===== config.mk =====
export PLATFORM = sky130hd
export DESIGN_NAME = analog_ladder_keypad_decoder
export DESIGN_NICKNAME = d
export VERILOG_FILES = /design/src/rtl/akd_pkg.sv /design/src/rtl/akd_cfg.sv /design/src/rtl/akd_classify.sv /design/src/rtl/akd_state.sv /design/src/rtl/analog_ladder_keypad_decoder.sv
export SDC_FILE = /design/constraint.sdc
export NUM_CORES = 1
export LEC_CHECK = 0
export BUFFER_PORTS_ARGS = -buffer_cell sky130_fd_sc_hd__buf_2
export CAP_MARGIN = 0
export CORE_AREA = 2 2 168 154
export DETAILED_ROUTE_END_ITERATION = 6
export DIE_AREA = 0 0 170 156
export PLACE_DENSITY_LB_ADDON = 0.12
export SLEW_MARGIN = 15
export SYNTH_ARGS = -nofsm -noshare
export SYNTH_HDL_FRONTEND = slang
export SYNTH_SLANG_ARGS = --single-unit

===== constraint.sdc =====
create_clock -name clk -period 14.7 [get_ports clk]
set_input_delay 1.47 -clock clk [delete_from_list [all_inputs] [get_ports clk]]
set_output_delay 1.47 -clock clk [all_outputs]
set_load 0.01 [all_outputs]

===== src/rtl/akd_pkg.sv =====
`timescale 1ns / 1ps
`default_nettype none

package akd_pkg;

	localparam int NUM_KEYS    = 5;
	localparam int SAMPLE_BITS = 12;
	localparam int THR_W       = 13;
	localparam int MS_W        = 16;
	localparam int TIME_W      = 32;
	localparam int KEY_W       = 3;
	localparam int IDX_W       = 3;
	localparam int CFG_W       = 16;

	// Class code for "no key pressed"
	localparam logic [KEY_W-1:0] NO_KEY = KEY_W'(NUM_KEYS + 1);

	typedef enum logic {
		OP_TICK = 1'b0,
		OP_READ = 1'b1
	} op_t;

	typedef enum logic [IDX_W-1:0] {
		REG_THR_ONE   = 3'd0,
		REG_THR_TWO   = 3'd1,
		REG_THR_THREE = 3'd2,
		REG_THR_FOUR  = 3'd3,
		REG_THR_FIVE  = 3'd4,
		REG_DEBOUNCE  = 3'd5,
		REG_REPEAT    = 3'd6
	} reg_idx_t;

	localparam logic [NUM_KEYS-1:0][THR_W-1:0] THR_RESET =
		{13'd3000, 13'd2000, 13'd1200, 13'd500, 13'd100};
	localparam logic [MS_W-1:0] DEBOUNCE_RESET = 16'd100;
	localparam logic [MS_W-1:0] REPEAT_RESET   = 16'd500;

	typedef struct packed {
		logic [NUM_KEYS-1:0][THR_W-1:0] thr;
		logic [MS_W-1:0]                debounce_ms;
		logic [MS_W-1:0]                repeat_ms;
	} cfg_t;

	typedef struct packed {
		logic              pending_flag;
		logic [KEY_W-1:0]  pending_key;
		logic [KEY_W-1:0]  last_class;
	} status_t;

endpackage

`default_nettype wire


===== src/rtl/akd_cfg.sv =====
`timescale 1ns / 1ps
`default_nettype none

module akd_cfg (
	input  wire logic                      clk,
	input  wire logic                      arst_n,
	input  wire logic                      cfg_we,
	input  wire logic [akd_pkg::IDX_W-1:0] cfg_index,
	input  wire logic [akd_pkg::CFG_W-1:0] cfg_data,
	output akd_pkg::cfg_t                  cfg
);
	import akd_pkg::*;

	cfg_t cfg_q;

	always_ff @(posedge clk or negedge arst_n) begin
		if (!arst_n) begin
			cfg_q.thr         <= THR_RESET;
			cfg_q.debounce_ms <= DEBOUNCE_RESET;
			cfg_q.repeat_ms   <= REPEAT_RESET;
		end else if (cfg_we) begin
			unique case (reg_idx_t'(cfg_index))
				REG_THR_ONE:   cfg_q.thr[0]      <= cfg_data[THR_W-1:0];
				REG_THR_TWO:   cfg_q.thr[1]      <= cfg_data[THR_W-1:0];
				REG_THR_THREE: cfg_q.thr[2]      <= cfg_data[THR_W-1:0];
				REG_THR_FOUR:  cfg_q.thr[3]      <= cfg_data[THR_W-1:0];
				REG_THR_FIVE:  cfg_q.thr[4]      <= cfg_data[THR_W-1:0];
				REG_DEBOUNCE:  cfg_q.debounce_ms <= cfg_data[MS_W-1:0];
				REG_REPEAT:    cfg_q.repeat_ms   <= cfg_data[MS_W-1:0];
				default: ;
			endcase
		end
	end

	assign cfg = cfg_q;

endmodule

`default_nettype wire


===== src/rtl/akd_classify.sv =====
`timescale 1ns / 1ps
`default_nettype none

module akd_classify (
	input  wire logic [akd_pkg::SAMPLE_BITS-1:0]                 sample,
	input  wire logic [akd_pkg::NUM_KEYS-1:0][akd_pkg::THR_W-1:0] thr,
	output logic      [akd_pkg::KEY_W-1:0]                        cls
);
	import akd_pkg::*;

	logic [THR_W-1:0] sample_ext;

	assign sample_ext = THR_W'(sample);

	// First threshold that the sample lies below wins; scan from the top down
	always_comb begin
		cls = NO_KEY;
		for (int i = NUM_KEYS - 1; i >= 0; i--) begin
			if (sample_ext < thr[i]) begin
				cls = KEY_W'(i + 1);
			end
		end
	end

endmodule

`default_nettype wire


===== src/rtl/akd_state.sv =====
`timescale 1ns / 1ps
`default_nettype none

module akd_state (
	input  wire logic                            clk,
	input  wire logic                            arst_n,
	input  wire akd_pkg::cfg_t                   cfg,
	input  wire logic                            advance,
	input  wire logic                            op_s1,
	input  wire logic [akd_pkg::SAMPLE_BITS-1:0] sample_s1,
	input  wire logic [akd_pkg::TIME_W-1:0]      now_s1,
	input  wire logic                            out_ready,
	output logic                                 out_valid,
	output logic      [akd_pkg::KEY_W-1:0]       key,
	output logic                                 key_valid,
	output akd_pkg::status_t                     status
);
	import akd_pkg::*;

	logic [SAMPLE_BITS-1:0] held_sample_q;
	logic [TIME_W-1:0]      change_time_q;
	logic [KEY_W-1:0]       last_class_q;
	logic [TIME_W-1:0]      press_time_q;
	logic [KEY_W-1:0]       pending_key_q;
	logic                   pending_flag_q;

	logic                   out_valid_q;
	logic [KEY_W-1:0]       key_q;
	logic                   key_valid_q;

	logic [TIME_W-1:0]      since_change;
	logic [TIME_W-1:0]      since_press;
	logic                   take_sample;
	logic [SAMPLE_BITS-1:0] held_next;
	logic [KEY_W-1:0]       cls;
	logic                   new_class;
	logic                   repeat_hit;
	logic [KEY_W-1:0]       pend_key_next;
	logic                   pend_flag_next;

	assign since_change = now_s1 - change_time_q;
	assign since_press  = now_s1 - press_time_q;
	assign take_sample  = (sample_s1 != held_sample_q) &&
	                      (since_change > TIME_W'(cfg.debounce_ms));
	assign held_next    = take_sample ? sample_s1 : held_sample_q;

	akd_classify u_classify (
		.sample (held_next),
		.thr    (cfg.thr),
		.cls    (cls)
	);

	assign new_class  = (cls != last_class_q);
	assign repeat_hit = !new_class && (last_class_q != NO_KEY) &&
	                    (since_press > TIME_W'(cfg.repeat_ms));

	always_comb begin
		pend_key_next  = pending_key_q;
		pend_flag_next = pending_flag_q;
		if ((new_class && cls != NO_KEY) || repeat_hit) begin
			pend_key_next  = cls;
			pend_flag_next = 1'b1;
		end
	end

	always_ff @(posedge clk or negedge arst_n) begin
		if (!arst_n) begin
			held_sample_q  <= '0;
			change_time_q  <= '0;
			last_class_q   <= NO_KEY;
			press_time_q   <= '0;
			pending_key_q  <= '0;
			pending_flag_q <= 1'b0;
			out_valid_q    <= 1'b0;
		end else begin
			if (out_ready) begin
				out_valid_q <= 1'b0;
			end
			if (advance) begin
				out_valid_q <= 1'b1;
				if (op_s1 == OP_READ) begin
					pending_key_q  <= '0;
					pending_flag_q <= 1'b0;
				end else begin
					held_sample_q <= held_next;
					if (take_sample) begin
						change_time_q <= now_s1;
					end
					if (new_class) begin
						last_class_q <= cls;
						press_time_q <= now_s1;
					end
					pending_key_q  <= pend_key_next;
					pending_flag_q <= pend_flag_next;
				end
			end
		end
	end

	// Result payload: a read reports the value before clearing
	always_ff @(posedge clk) begin
		if (advance) begin
			if (op_s1 == OP_READ) begin
				key_q       <= pending_key_q;
				key_valid_q <= pending_flag_q;
			end else begin
				key_q       <= pend_key_next;
				key_valid_q <= pend_flag_next;
			end
		end
	end

	assign out_valid = out_valid_q;
	assign key       = key_q;
	assign key_valid = key_valid_q;

	assign status.pending_flag = pending_flag_q;
	assign status.pending_key  = pending_key_q;
	assign status.last_class   = last_class_q;

endmodule

`default_nettype wire


===== src/rtl/analog_ladder_keypad_decoder.sv =====
`timescale 1ns / 1ps
`default_nettype none

// Channel   Signals                               Transaction
// ------    ------------------------------------  --------------------------------
// in        in_valid/in_ready, op, sample, now_ms  one tick or one read
// out       out_valid/out_ready, key, key_valid    one result per input transaction
// cfg       cfg_we, cfg_index, cfg_data            one register write, no wait
//
// One transaction is accepted per cycle while the result is not stalled; the input
// register takes it at the accepting edge, and when it advances the state update
// and the result register are written together, which presents the result.
// The throughput is set by the single state-update stage, which closes the
// debounce subtract, the threshold compare chain and the repeat check each cycle.
// Reset clears the decoder state and loads the default thresholds and timings.
// A stalled result holds in the output register; the input stage takes one more
// transaction, then in_ready drops until the result is taken.

module analog_ladder_keypad_decoder (
	input  wire logic                            clk,
	input  wire logic                            arst_n,
	input  wire logic                            in_valid,
	output logic                                 in_ready,
	input  wire logic                            op,
	input  wire logic [akd_pkg::SAMPLE_BITS-1:0] sample,
	input  wire logic [akd_pkg::TIME_W-1:0]      now_ms,
	output logic                                 out_valid,
	input  wire logic                            out_ready,
	output logic      [akd_pkg::KEY_W-1:0]       key,
	output logic                                 key_valid,
	input  wire logic                            cfg_we,
	input  wire logic [akd_pkg::IDX_W-1:0]       cfg_index,
	input  wire logic [akd_pkg::CFG_W-1:0]       cfg_data
);
	import akd_pkg::*;

	cfg_t    cfg;
	status_t status;

	// Input stage
	logic                   v_s1;
	logic                   op_s1;
	logic [SAMPLE_BITS-1:0] sample_s1;
	logic [TIME_W-1:0]      now_s1;
	logic                   advance;

	// Advance the held transaction when the result register is free or draining
	assign advance  = v_s1 && (!out_valid || out_ready);
	assign in_ready = !v_s1 || advance;

	always_ff @(posedge clk or negedge arst_n) begin
		if (!arst_n) begin
			v_s1 <= 1'b0;
		end else if (in_ready) begin
			v_s1 <= in_valid;
		end
	end

	// Payload holds while the stage is stalled
	always_ff @(posedge clk) begin
		if (in_valid && in_ready) begin
			op_s1     <= op;
			sample_s1 <= sample;
			now_s1    <= now_ms;
		end
	end

	akd_cfg u_cfg (
		.clk       (clk),
		.arst_n    (arst_n),
		.cfg_we    (cfg_we),
		.cfg_index (cfg_index),
		.cfg_data  (cfg_data),
		.cfg       (cfg)
	);

	akd_state u_state (
		.clk       (clk),
		.arst_n    (arst_n),
		.cfg       (cfg),
		.advance   (advance),
		.op_s1     (op_s1),
		.sample_s1 (sample_s1),
		.now_s1    (now_s1),
		.out_ready (out_ready),
		.out_valid (out_valid),
		.key       (key),
		.key_valid (key_valid),
		.status    (status)
	);

	// A result without a latched key must report key zero
	a_no_key_zero: assert property (@(posedge clk) disable iff (!arst_n)
		(out_valid && !key_valid) |-> (key == '0))
		else $error("key nonzero without key_valid");

	// A latched key is always a real key number
	a_key_range: assert property (@(posedge clk) disable iff (!arst_n)
		(out_valid && key_valid) |-> (key != '0 && key <= KEY_W'(NUM_KEYS)))
		else $error("latched key out of range");

	// The pending key is dropped after a read transaction advances
	a_read_clears: assert property (@(posedge clk) disable iff (!arst_n)
		(advance && op_s1 == OP_READ) |=> (!status.pending_flag && status.pending_key == '0))
		else $error("pending key not cleared by read");

	// The last class is never the unused code zero
	a_class_nonzero: assert property (@(posedge clk) disable iff (!arst_n)
		status.last_class != '0)
		else $error("last class holds code zero");

endmodule

`default_nettype wire

# --- Yosys cells after proc, flatten, opt, wreduce, memory -nomap -nowiden ---
# Index checks and enable logic that the tools add are counted.
totals:
  regBits: 231
  latch_bits: 0
  ram_bits: 0
  rom_bits: 0
  input_bits: 69
  output_inout_bits: 6
  word_cells: 78
  memories: 0
op_classes:
  addsub: 2
  multipliers: 0
  div: 0
  n_lt_le_gt_ge: 7
  n_eq_ne: 10
  shift: 0
  n_mux: 14
  bitwise: 1
  reduce_logical: 24
ops:
  columns: ["cell", "n"]
  rows:
  - ["$lt A12 B13 Y1", 5]
  - ["$gt A32 B16 Y1", 2]
  - ["$sub A32 B32 Y32", 2]
  - ["$mux W3", 7]
  - ["$reduce_and A2 Y1", 8]
  - ["$mux W12", 1]
  - ["$ne A12 B12 Y1", 1]
  - ["$eq A3 B3 Y1 const B", 3]
  - ["$eq A3 B2 Y1 const B", 2]
  - ["$logic_and A1 B1 Y1", 6]
  - ["$ne A3 B3 Y1 const B", 2]
  - ["$reduce_and A3 Y1", 2]
  - ["$mux W1", 5]
  - ["$eq A3 B1 Y1 const B", 1]
  - ["$logic_not A1 Y1", 3]
  - ["$logic_not A3 Y1", 1]
  - ["$logic_or A1 B1 Y1", 3]
  - ["$ne A3 B3 Y1", 1]
  - ["$mux W2", 1]
  - ["$reduce_bool A2 Y1", 1]
  - ["$not A1 Y1", 1]

# --- Longest topological paths before layout ---
depth:
  ltp_word: 17
  ltp_mapped: 40
  mapped_depth_nobuf: 37

# --- Modules after synthesis ---
# A second synthesis with hierarchy kept.
unflattened:
  hier_cells: 1500
  hier_area_um2: 14958.1
modules_own_cells:
  columns: ["mod", "n_inst", "cells_per_inst", "area_per_inst_um2", "seq_area_each_um2"]
  rows:
  - ["akd_state", 1, 1041, 8388.0, 2224.6]
  - ["akd_cfg", 1, 209, 3703.6, 2471.1]
  - ["akd_classify", 1, 199, 1443.9, 0.0]
  - ["analog_ladder_keypad_decoder", 1, 51, 1422.6, 1376.3]

# --- Worst setup path after synthesis ---
# Ideal clock, no wire load.
synth_timing:
  kind: "reg2reg"
  from: "register now_s1[6]"
  to: "register u_state.key_q[1] (netlist: u_state.key[1]), data pin"
  setup_time_ps: 260
  arrival_time_ps: 8514
  t_required_ps: 14440
  path_slack_ps: 5926
  stages_incl_launch_ff: 38
  n_path_buf: 1
  synth_period_minus_slack_ps: 8774
  cell_sequence: "edfxtp_1 ha_1 a211oi_1 o21ai_0 o22ai_1 nor2_1 o21ai_0 nor2b_1 o21bai_1 a21oi_1 xnor2_1 ha_1 a41o_1 a21oi_1 o221ai_1 o31ai_1 and4_2 o211ai_1 [... 2 more ...] clkbuf_1 mux2_2 ha_1 a21o_1 a21o_1 a21o_1 a21o_1 a21o_1 a21oi_1 o2111ai_1 or4_1 o31a_1 and3_4 or4b_4 a31oi_4 mux2i_4 nor2_4 mux2_4"
synth_between:
  elab_chain_len: 17
  word_cells_on_any_way: 25
  classes_between: "add/sub (2); order compare (7); eq/ne (2); mux (8); reduce/logical (6)"
synth_rtl:
  columns: ["element", "line_no", "rtl"]
  rows:
  - ["from (decl)", "analog_ladder_keypad_decoder.sv:44", "logic [TIME_W-1:0] now_s1;"]
  - ["from (signal assigned)", "analog_ladder_keypad_decoder.sv:64", "now_s1 <= now_ms;"]
  - ["$sub A32 B32 Y32 *", "akd_state.sv:41", "assign since_change = now_s1 - change_time_q;"]
  - ["$gt A32 B16 Y1 *", "akd_state.sv:44", "(since_change > TIME_W'(cfg.debounce_ms));"]
  - ["$logic_and A1 B1 Y1 *", "akd_state.sv:43", "assign take_sample = (sample_s1 != held_sample_q) &&"]
  - ["$mux W12 *", "akd_state.sv:45", "assign held_next = take_sample ? sample_s1 : held_sample_q;"]
  - ["named net u_state.held_next[6]", "akd_state.sv:34", "logic [SAMPLE_BITS-1:0] held_next;"]
  - ["$lt A12 B13 Y1", "akd_classify.sv:19", "if (sample_ext < thr[i]) begin"]
  - ["$mux W2", "akd_classify.sv:19", null]
  - ["$mux W3 (3 in series)", "akd_classify.sv:19", null]
  - ["$mux W3 *", "akd_classify.sv:19", null]
  - ["$ne A3 B3 Y1", "akd_state.sv:53", "assign new_class = (cls != last_class_q);"]
  - ["$logic_not A1 Y1", "akd_state.sv:54", "assign repeat_hit = !new_class && (last_class_q != NO_KEY) &&"]
  - ["$logic_and A1 B1 Y1 (2 in series)", "akd_state.sv:54", null]
  - ["$logic_or A1 B1 Y1", "akd_state.sv:60", "if ((new_class && cls != NO_KEY) || repeat_hit) begin"]
  - ["$mux W3 *", "akd_state.sv:60", null]
  - ["$mux W3 *", "akd_state.sv:103", "if (op_s1 == OP_READ) begin"]
  - ["to (signal assigned)", "akd_state.sv:104", "key_q <= pending_key_q;"]
  - ["to (signal assigned)", "akd_state.sv:107", "key_q <= pend_key_next;"]
  - ["to (decl)", "akd_state.sv:28", "logic [KEY_W-1:0] key_q;"]
# The timed path passes the listed nets; every way through them passes the cells marked *.
# A chain may end at the register's enable or synchronous reset.

# --- Worst setup path in the final report ---
layout_timing:
  from: "register now_s1[6]"
  to: "register u_state.press_time_q[0]"
layout_between:
  elab_chain_len: 12
  word_cells_on_any_way: 16
  classes_between: "add/sub (1); order compare (6); eq/ne (1); mux (6); reduce/logical (2)"
layout_rtl:
  columns: ["element", "line_no", "rtl"]
  rows:
  - ["$sub A32 B32 Y32 *", "akd_state.sv:41", null]
  - ["$gt A32 B16 Y1 *", "akd_state.sv:44", null]
  - ["$logic_and A1 B1 Y1 *", "akd_state.sv:43", null]
  - ["$mux W12 *", "akd_state.sv:45", null]
  - ["named net u_state.held_next[10]", "akd_state.sv:34", null]
  - ["$lt A12 B13 Y1", "akd_classify.sv:19", null]
  - ["$mux W2", "akd_classify.sv:19", null]
  - ["$mux W3 (3 in series)", "akd_classify.sv:19", null]
  - ["$mux W3 *", "akd_classify.sv:19", null]
  - ["$ne A3 B3 Y1 *", "akd_state.sv:53", null]
  - ["$reduce_and A3 Y1 (no line) *", null, null]
  - ["to (signal assigned)", "akd_state.sv:91", "press_time_q <= now_s1;"]
  - ["to (decl)", "akd_state.sv:23", "logic [TIME_W-1:0] press_time_q;"]
# Marks and branches as above.

==> qor.txt <==
Vias in the first global route: 11900
R2r setup slk: 5.00 ns
Clk Latency, worst-skew pair: 0.53 ns
Fin. max-slew vios: 0
Max cap viols: 0
Seq/Total Area, Yosys: 39.5%
Lkg Pwr: 0.00754 uW
Drt first pass iters: 5
Clock Sink Count: 231
Crit-path max FO: 63
Flops & latches, synth: 231
Crit. End Element: flop
Async SR Flop Fraction: 78.8%
Post_cts resized: 0
Post-CTS Setup Repair Bufs: 0
WL final: 38600 um
First-pass GRT wire length: 62100 um
Largest net degree at the start of global routing: 71
Main synth FF type: dfrtp_1
Worst Hold Launch: u_state.last_class_q[1]
Final worst-path cycle share: 66.0%
Post-synth EDFFs: 49
Root buf cell: clkbuf_16
Synth unique cells: 101
Pwr Total: 2860 uW
Max Clk Rate: 0.103 GHz
CP arrival: 10.11 ns
Slowest-stage cell, CP: or4_2
Endpoints failing setup: 0
Hold Fails Final Rpt: 0
Die Y: 156 um
Synth Cell Area: 15400 um^2
Vias per Instance: 6.10
FP Rows: 55
DRC Markers: 0
Setup Total Neg Slack: 0 ns
Hold EP: u_state.last_class_q[1]
Via count: 12200
Max incr delay on CP: 0.60 ns
Status: finished, final reports clean
Top area cells in the synthesized netlist: dfrtp_1 (24%), ha_1 (12%), edfxtp_1 (9.6%)
Chip Width: 170 um
CTS hold repair buffers: 0
Slew headroom: 37.2%
Total GRT Usage: 29.6%
Total CTS buffers: 26
RR Endpoint: u_state.press_time_q[0]
Most common cell after layout, fill and taps aside: inv_1
Tmin final: 9.70 ns
Routability cong.: 0.939
CP Class: flop to flop
Fin nets: 1890
Port-buffer cells: 74
Final ANT Viol Nets: 0
VDD IR max: 0.000145 V
CTS tree: yes
Reg-to-Reg Start: now_s1[6]
I/O Pins: 75
Hpwl dp: 29300 um
GRT overflow: 0
DR WL/cell: 19.3 um
Area leader, netlist: dfrtp_1
Post-synth top area share: 23.6%
PwrDens: 170 nW/um^2
RSZ-0062 raised after global routing: no
Initial antenna violation count: 2
Syn. warnings: 0
DR iter-0 viols: 960
Startpoint Class: flop
Worst-case reg-to-reg path depth: 36
WP depth: 36
Starting density of the core: 62.0%
Clock buffer depth: 3
Worst Hold Depth: 2
P&R area growth vs syn: 9.74%
Leading cell types in the layout, fill and taps excluded: inv_1 (180), nand2_1 (176), o21ai_0 (153)
Post-Synthesis Cells: 1611
Core footprint: 24800 um^2
Min-Delay Path Class: flop to flop
Setup Skew: 0.0218 ns
Synthesized area per cell: 9.53 um^2
Die ar.: 26500 um^2
Slew @ Worst Pin: 0.934 ns
Worst path required time: 15.12 ns
Layout cells sized above 1: 17.2%
Ant diodes: 0
CP delay by family, top: compound AO/OA/AOI/OAI gates
Count of buffer and inverter cells on the critical path: 2
CTS H-Tree Depth: 1
Mapped Nets: 1831
CTS clk-pin slew, worst paths: 0.06 ns
logic make-up after synthesis:
family,synth area share [%]
xor+xnor,2.74
fa+ha+maj,12.4
flops,39.5
compound gates,19.3
mux,6.68
simple gates,13.2
buf+inv,6.13
where the power goes:
group / switching, uW / total [uW] / internal [uW]
clock network: 263 / 668 / 406
registers: 65.3 / 877 / 812
logic: 781 / 1320 / 537
per-stage QoR:
step | instances | cell area, um^2 | setup WS, ns | hold WS, ns | util, %
2_1_floorplan | 1611 | 15400 | 5.93 | 0.457 | -
3_3_place_gp | 1955 | 16000 | 5.58 | 0.478 | 64.4
3_5_place_dp | 1955 | 16000 | 5.27 | 0.481 | 64.4
4_1_cts | 2003 | 16900 | 5.08 | 0.492 | 68.0
5_1_grt | 2003 | 16900 | 4.35 | 0.514 | 68.0
6_report | 2003 | 16900 | 5.00 | 0.494 | 68.0
worst max-delay path by stage:
stage                     startpoint                        to
after CTS                  now_s1[6]  u_state.press_time_q[31]
after global routing       now_s1[6]   u_state.press_time_q[0]
after detailed placement   now_s1[6]  u_state.press_time_q[31]
after floorplan            now_s1[6]            u_state.key[1]
final                      now_s1[6]   u_state.press_time_q[0]
after global placement     now_s1[6]  u_state.press_time_q[31]
cells in the mapped netlist (all sizes together), types with 5 or more instances:
cell type / count
o21bai: 7
or3: 7
inv: 180
nor4: 17
edfxtp: 49
dfrtp: 145
clkbuf: 36
nor2b: 16
a2bb2oi: 5
nor3b: 5
xnor2: 36
xor2: 12
or2: 9
nand3: 13
a21oi: 92
and3: 9
o21a: 19
nand4b: 8
buf: 16
dfstp: 37
nor3: 16
a2111oi: 5
mux2i: 6
a21o: 48
and2: 8
o31a: 11
a211oi: 11
o211ai: 19
ha: 149
nand4: 36
a31oi: 7
o22ai: 10
o2111a: 5
a311o: 5
mux2: 84
o21ai: 156
nand2: 176
nor2: 54
nand2b: 11
worst register-to-register path, delay by kind of cell, from the launching register on:
| family | cells | cell delay, ns |
|---|---|---|
| muxes | 2 | 0.90 |
| DFF | 1 | 0.43 |
| adders and majority gates | 3 | 1.00 |
| AOI/OAI and AO/OA | 18 | 3.54 |
| xor gates and xnor gates | 1 | 0.14 |
| buffers and inverters | 2 | 0.73 |
| and+or+nand+nor | 10 | 2.84 |
flip-flops by register name, summed over array words and instances, names as in the netlist:
register,flops
u_state.pending_flag_q,1
u_cfg.cfg,97
v_s1,1
u_state.pending_key_q,3
u_state.press_time_q,32
op_s1,1
u_state.held_sample_q,12
now_s1,32
u_state.key_valid,1
u_state.out_valid,1
u_state.last_class_q,3
u_state.key,3
u_state.change_time_q,32
sample_s1,12
final cells by class:
cell class	instances	area, um^2
fill	1978	7920
sequential	231	6070
clock buffer	42	836
tap	313	392
timing repair buffer	83	444
inverter	180	676
multi-input combinational	1148	8380
clock inverter	6	55.1
layer usage:
metal / share of wire, % / vias up / track usage [%]
met5: 0 / - / 0
met4: 3.2 / 0 / 9.12
met3: 5.5 / 62 / 2.87
met2: 44 / 362 / 46.0
met1: 48 / 5862 / 44.0
li1: - / 5930 / -
Power figures use the tool's default switching activity.
